## src/dsu_ram.sv

```systemverilog
// Generic simple dual-port RAM: one write port, one read port, registered read.
// Read-first on a same-address collision. No dependencies.
module dsu_ram #(
  parameter int WIDTH = 8,
  parameter int DEPTH = 16
) (
  input  logic                     clk_i,
  input  logic                     we_i,
  input  logic [$clog2(DEPTH)-1:0] waddr_i,
  input  logic [WIDTH-1:0]         wdata_i,
  input  logic [$clog2(DEPTH)-1:0] raddr_i,
  output logic [WIDTH-1:0]         rdata_o
);

  logic [WIDTH-1:0] mem_q [DEPTH];
  logic [WIDTH-1:0] rdata_q;

  always_ff @(posedge clk_i) begin
    if (we_i) begin
      mem_q[waddr_i] <= wdata_i;
    end
    rdata_q <= mem_q[raddr_i];
  end

  assign rdata_o = rdata_q;

endmodule

```

## config.mk

```make
export PLATFORM = sky130hd
export DESIGN_NAME = dsu_ram
export DESIGN_NICKNAME = d
export VERILOG_FILES = /design/src/dsu_ram.sv
export SDC_FILE = /design/constraint.sdc
export NUM_CORES = 1
export LEC_CHECK = 0
export BUFFER_PORTS_ARGS = -buffer_cell sky130_fd_sc_hd__buf_2
export CORE_ASPECT_RATIO = 0.9
export CORE_MARGIN = 2
export CORE_UTILIZATION = 50
export CTS_CLUSTER_SIZE = 40
export DETAILED_ROUTE_END_ITERATION = 10
export PLACE_DENSITY = 0.78
export SLEW_MARGIN = 20
export SYNTH_ARGS = -nofsm -noshare
export SYNTH_HDL_FRONTEND = slang
export SYNTH_SLANG_ARGS = --single-unit
```

## constraint.sdc

```tcl
create_clock -name clk_i -period 2.03 [get_ports clk_i]
set_clock_uncertainty 0.2 [all_clocks]
set_input_delay 0.406 -clock clk_i [delete_from_list [all_inputs] [get_ports clk_i]]
set_output_delay 0.406 -clock clk_i [all_outputs]
set_load 0.02 [all_outputs]
```

==> qor.log <==
INFO  route          drc_errors=0
INFO  route          wl=10.21mm
INFO  logic_synthesis synthesis.area=5147squm
INFO  logic_synthesis synth-edff-count=128
INFO  route          wl_met1=4.517mm
INFO  floorplanning  fp.dieH=100.3um
INFO  final_layout   finalCoreUtilization=0.6136
INFO  final_layout   nets=309
INFO  final_layout   final-instance-count-excl-fill=433
INFO  power_and_ir_drop power.static_leakage=0.002144uW
INFO  worst_hold_path holdCritPathClass=input pin to flip-flop
INFO  logic_synthesis netlist_top_cells_area=sky130_fd_sc_hd__edfxtp_1 75%, sky130_fd_sc_hd__mux4_2 7.9%, sky130_fd_sc_hd__mux4_1 7.1%, sky130_fd_sc_hd__dfxtp_1 3.1%, sky130_fd_sc_hd__a22oi_1 2.3%
INFO  clock_network  tritoncts.num_buffers=17
INFO  clock_network  clock_path_buffers=2
INFO  route          maxUsedRoutingLayer=met4
INFO  timing         slew_headroom=0.7240
INFO  logic_synthesis yosysTopAreaCell=sky130_fd_sc_hd__edfxtp_1
INFO  route          drt-wirelength-per-cell=23.57um
INFO  power_and_ir_drop sequentialPowerShare=0.485
INFO  logic_synthesis postSynthAreaPerCell=22.48squm
INFO  clock_network  cts_tree=yes
INFO  logic_synthesis synth.top_cells.by_count=128 x sky130_fd_sc_hd__edfxtp_1, 18 x sky130_fd_sc_hd__mux4_2, 16 x sky130_fd_sc_hd__a22oi_1, 14 x sky130_fd_sc_hd__mux4_1, 13 x sky130_fd_sc_hd__nor2_1
INFO  grt            grt_antenna_before_repair=0
INFO  logic_synthesis ffs_w_async_s_r_synth=0
INFO  timing         maxClockFrequency=601.3MHz
INFO  route          via_per_inst=5.737
INFO  logic_synthesis synth_seq_cells=136
INFO  logic_synthesis ys_warn_count=0
INFO  grt            grt_max_degree=33
INFO  logic_synthesis synth_cell_type_count=19
INFO  grt            global_route.overflow_total=0
INFO  timing         period_share=0.8192
INFO  route          drt.antenna.violating_nets=0
INFO  route          drt_iter0_markers=151
INFO  clock_network  clock-sinks=136
INFO  route          wl_met2=4.959mm
INFO  power_and_ir_drop worst_vdd_rail_ir_drop=562.7uV
INFO  flow_run       maxCapViolCount=0
INFO  clock_network  path_clk_slew=0.07ns
INFO  worst_setup_path timing_worst_setup_path_type=input pin to flip-flop
INFO  worst_setup_path cp.buffers_inverters=2
INFO  logic_synthesis synth.net_count=247
INFO  timing         slew_violations=0
INFO  placement      globalplace.congestion=0.7879
INFO  final_layout   antenna-diode-count=0
INFO  clock_network  cts_repair_resize_count=0
INFO  clock_network  cts_htree_levels=4
INFO  placement      numPortBuffers=25
INFO  power_and_ir_drop share_clk_of_total_power=0.464
INFO  worst_setup_path crit_path_end_kind=flip-flop
INFO  route          route.met3.wl=669um
INFO  power_and_ir_drop p_per_area=1048nW/um^2
INFO  floorplanning  core_area=10120squm
INFO  final_layout   area.growth.synth_to_final=20.59%
INFO  worst_setup_path required=2.11ns
INFO  worst_setup_path cp_max_fo=13
INFO  clock_network  post_cts_hold_buffer_count=0
INFO  worst_setup_path worst-endpoint-arrival=1.74ns
INFO  worst_setup_path critical_path_cell_with_the_highest_stage_delay=sky130_fd_sc_hd__mux4_1
INFO  grt            number_of_global_route_vias_before_repair=2520
INFO  timing         setup_viol_count_final=0
INFO  route          num_vias=2484
INFO  floorplanning  floorplan.die_area=11120squm
INFO  power_and_ir_drop p_int=5109uW
INFO  worst_setup_path cpLargestDelayFamily=multiplexers
INFO  worst_setup_path critPathLaunchType=input pin
INFO  clock_network  insertion_delay=0.41ns
INFO  floorplanning  die_outline_width=111.0um
INFO  worst_setup_path crit_chain=buf_2 -> buf_12 -> mux4_1 -> a22oi_1 -> nand2_1
INFO  timing         report.final.hold_viol_count=0
INFO  logic_synthesis synthDominantCellAreaShare=0.7467
INFO  placement      placed_cells=401
INFO  floorplanning  io_pins=26
INFO  floorplanning  floorplan.initialDensity=0.5088
INFO  grt            first_pass_grt_wire_length=15.53mm
INFO  route          detailedRoute.firstPassIterationCount=4
INFO  logic_synthesis yosysMostFrequentCell=sky130_fd_sc_hd__edfxtp_1
INFO  logic_synthesis synth_sequential_area_ratio=0.7778
INFO  power_and_ir_drop p_comb_frac=0.050
INFO  final_layout   drive_above_1_share=0.3454
INFO  power_and_ir_drop p_switching=1398uW
INFO  power_and_ir_drop netSwitchingFraction=0.2148
INFO  timing         grt_setup_unrepaired=no
INFO  floorplanning  placement_rows=35
INFO  timing         tightest_slew=0.4141ns
INFO  run_status     run_status=finished, final reports clean
INFO  clock_network  cts_setup_buffers=0
INFO  placement      final_hpwl_dp=6.147mm
INFO  clock_network  clock_tree.root_cell=sky130_fd_sc_hd__clkbuf_16
INFO  logic_synthesis synth_top_flop_cell=sky130_fd_sc_hd__edfxtp_1
INFO  logic_synthesis synthCells=229
INFO  timing         final.min_clock_period=1.663ns
INFO  worst_setup_path worst_path_largest_cell_delay=0.55ns
INFO  grt            grtUsageTotal=0.1982
[placed cells by master (no fill, tap or decap)]
cell type and n:
sky130_fd_sc_hd__dfxtp_1 8, sky130_fd_sc_hd__clkinv_4 5, sky130_fd_sc_hd__nor2b_1 1, sky130_fd_sc_hd__or3b_2 1, sky130_fd_sc_hd__inv_6 3, sky130_fd_sc_hd__a22oi_1 16, sky130_fd_sc_hd__mux4_2 18, sky130_fd_sc_hd__nand3b_1 2
sky130_fd_sc_hd__and2b_1 1, sky130_fd_sc_hd__edfxtp_1 128, sky130_fd_sc_hd__bufinv_16 2, sky130_fd_sc_hd__nor2_1 13, sky130_fd_sc_hd__buf_4 24, sky130_fd_sc_hd__nor3_1 3, sky130_fd_sc_hd__buf_12 4, sky130_fd_sc_hd__nand2b_1 2
sky130_fd_sc_hd__nand2_1 9, sky130_fd_sc_hd__clkinv_2 1, sky130_fd_sc_hd__mux4_1 14, sky130_fd_sc_hd__nor3_2 1, sky130_fd_sc_hd__nand3_1 1, sky130_fd_sc_hd__inv_8 1, sky130_fd_sc_hd__buf_2 25, sky130_fd_sc_hd__clkbuf_16 17
sky130_fd_sc_hd__clkinvlp_4 3, sky130_fd_sc_hd__and2_1 1
[path summary, 6_finish.rpt]
check / end / from / slack [ns] / depth (start not counted)
setup / recovery: rdata_o[1]$_DFF_P_ / raddr_i[0] / 0.37 / 5
hold / removal: mem_q[8][7]$_DFFE_PP_ / wdata_i[7] / 0.18 / 1
hold reg to reg: rdata_o[3]$_DFF_P_ / mem_q[15][3]$_DFFE_PP_ / 0.48 / 3
setup reg to reg: rdata_o[5]$_DFF_P_ / mem_q[1][5]$_DFFE_PP_ / 0.41 / 3
[layout make-up]
| type | instances | area (sq um) |
|---|---|---|
| Clock buffer | 17 | 425.4 |
| Timing Repair Buffer | 53 | 385.4 |
| Multi-Input combinational cell | 83 | 1062 |
| Tap cell | 129 | 161.4 |
| Fill cell | 680 | 3909 |
| Sequential cell | 136 | 4004 |
| Clock inverter | 15 | 168.9 |
[through the flow]
stage	hold slack [ns]	power, uW	setup WS [ns]	TNS, ns	instance area [sq um]
3_3_place_gp	0.4472	3528	-0.01245	-0.01245	5613
3_5_place_dp	0.4565	3542	-0.01324	-0.01359	5613
6_report	0.1813	6507	0.3670	0	6207
5_1_grt	0.1804	6707	0.3411	0	6207
2_1_floorplan	0.3049	3394	0.1579	0	5152
4_1_cts	0.1730	6552	0.3911	0	6207
[worst reg2reg max path: cells and delay by family (launching register included)]
| family | cells | cell delay, ns |
|---|---|---|
| muxes | 1 | 0.52 |
| and+or+nand+nor | 1 | 0.11 |
| AOI/OAI and AO/OA | 1 | 0.30 |
| DFF | 1 | 0.36 |
[kinds of logic (layout without fill, tap and decap cells)]
kind of cell	count (synthesis)	count (layout)	share of synthesized area
DFF	136	136	0.7778
muxes	32	32	0.1502
and+or+nand+nor	35	35	0.03184
buffers and inverters	10	85	0.01677
AOI/OAI and AO/OA	16	16	0.02334
[state kept, by name, summed over array words and instances, names as in the netlist]
name / count
mem_q: 128
rdata_o: 8
[routing by layer]
layer	GRT usage	vias to the layer above
met5	0	-
met4	0.06250	0
met3	0.04831	6
met2	0.3058	104
met1	0.2857	1277
li1	-	1097
[power groups by stage]
stage | registers [uW] | clock network, uW | logic, uW
after detailed placement | 3220 | 0 | 325
after CTS | 3160 | 3060 | 331
final | 3160 | 3020 | 328
after global routing | 3160 | 3190 | 351
after floorplan | 3230 | 0 | 160
after global placement | 3210 | 0 | 315
Power figures use the tool's default switching activity.
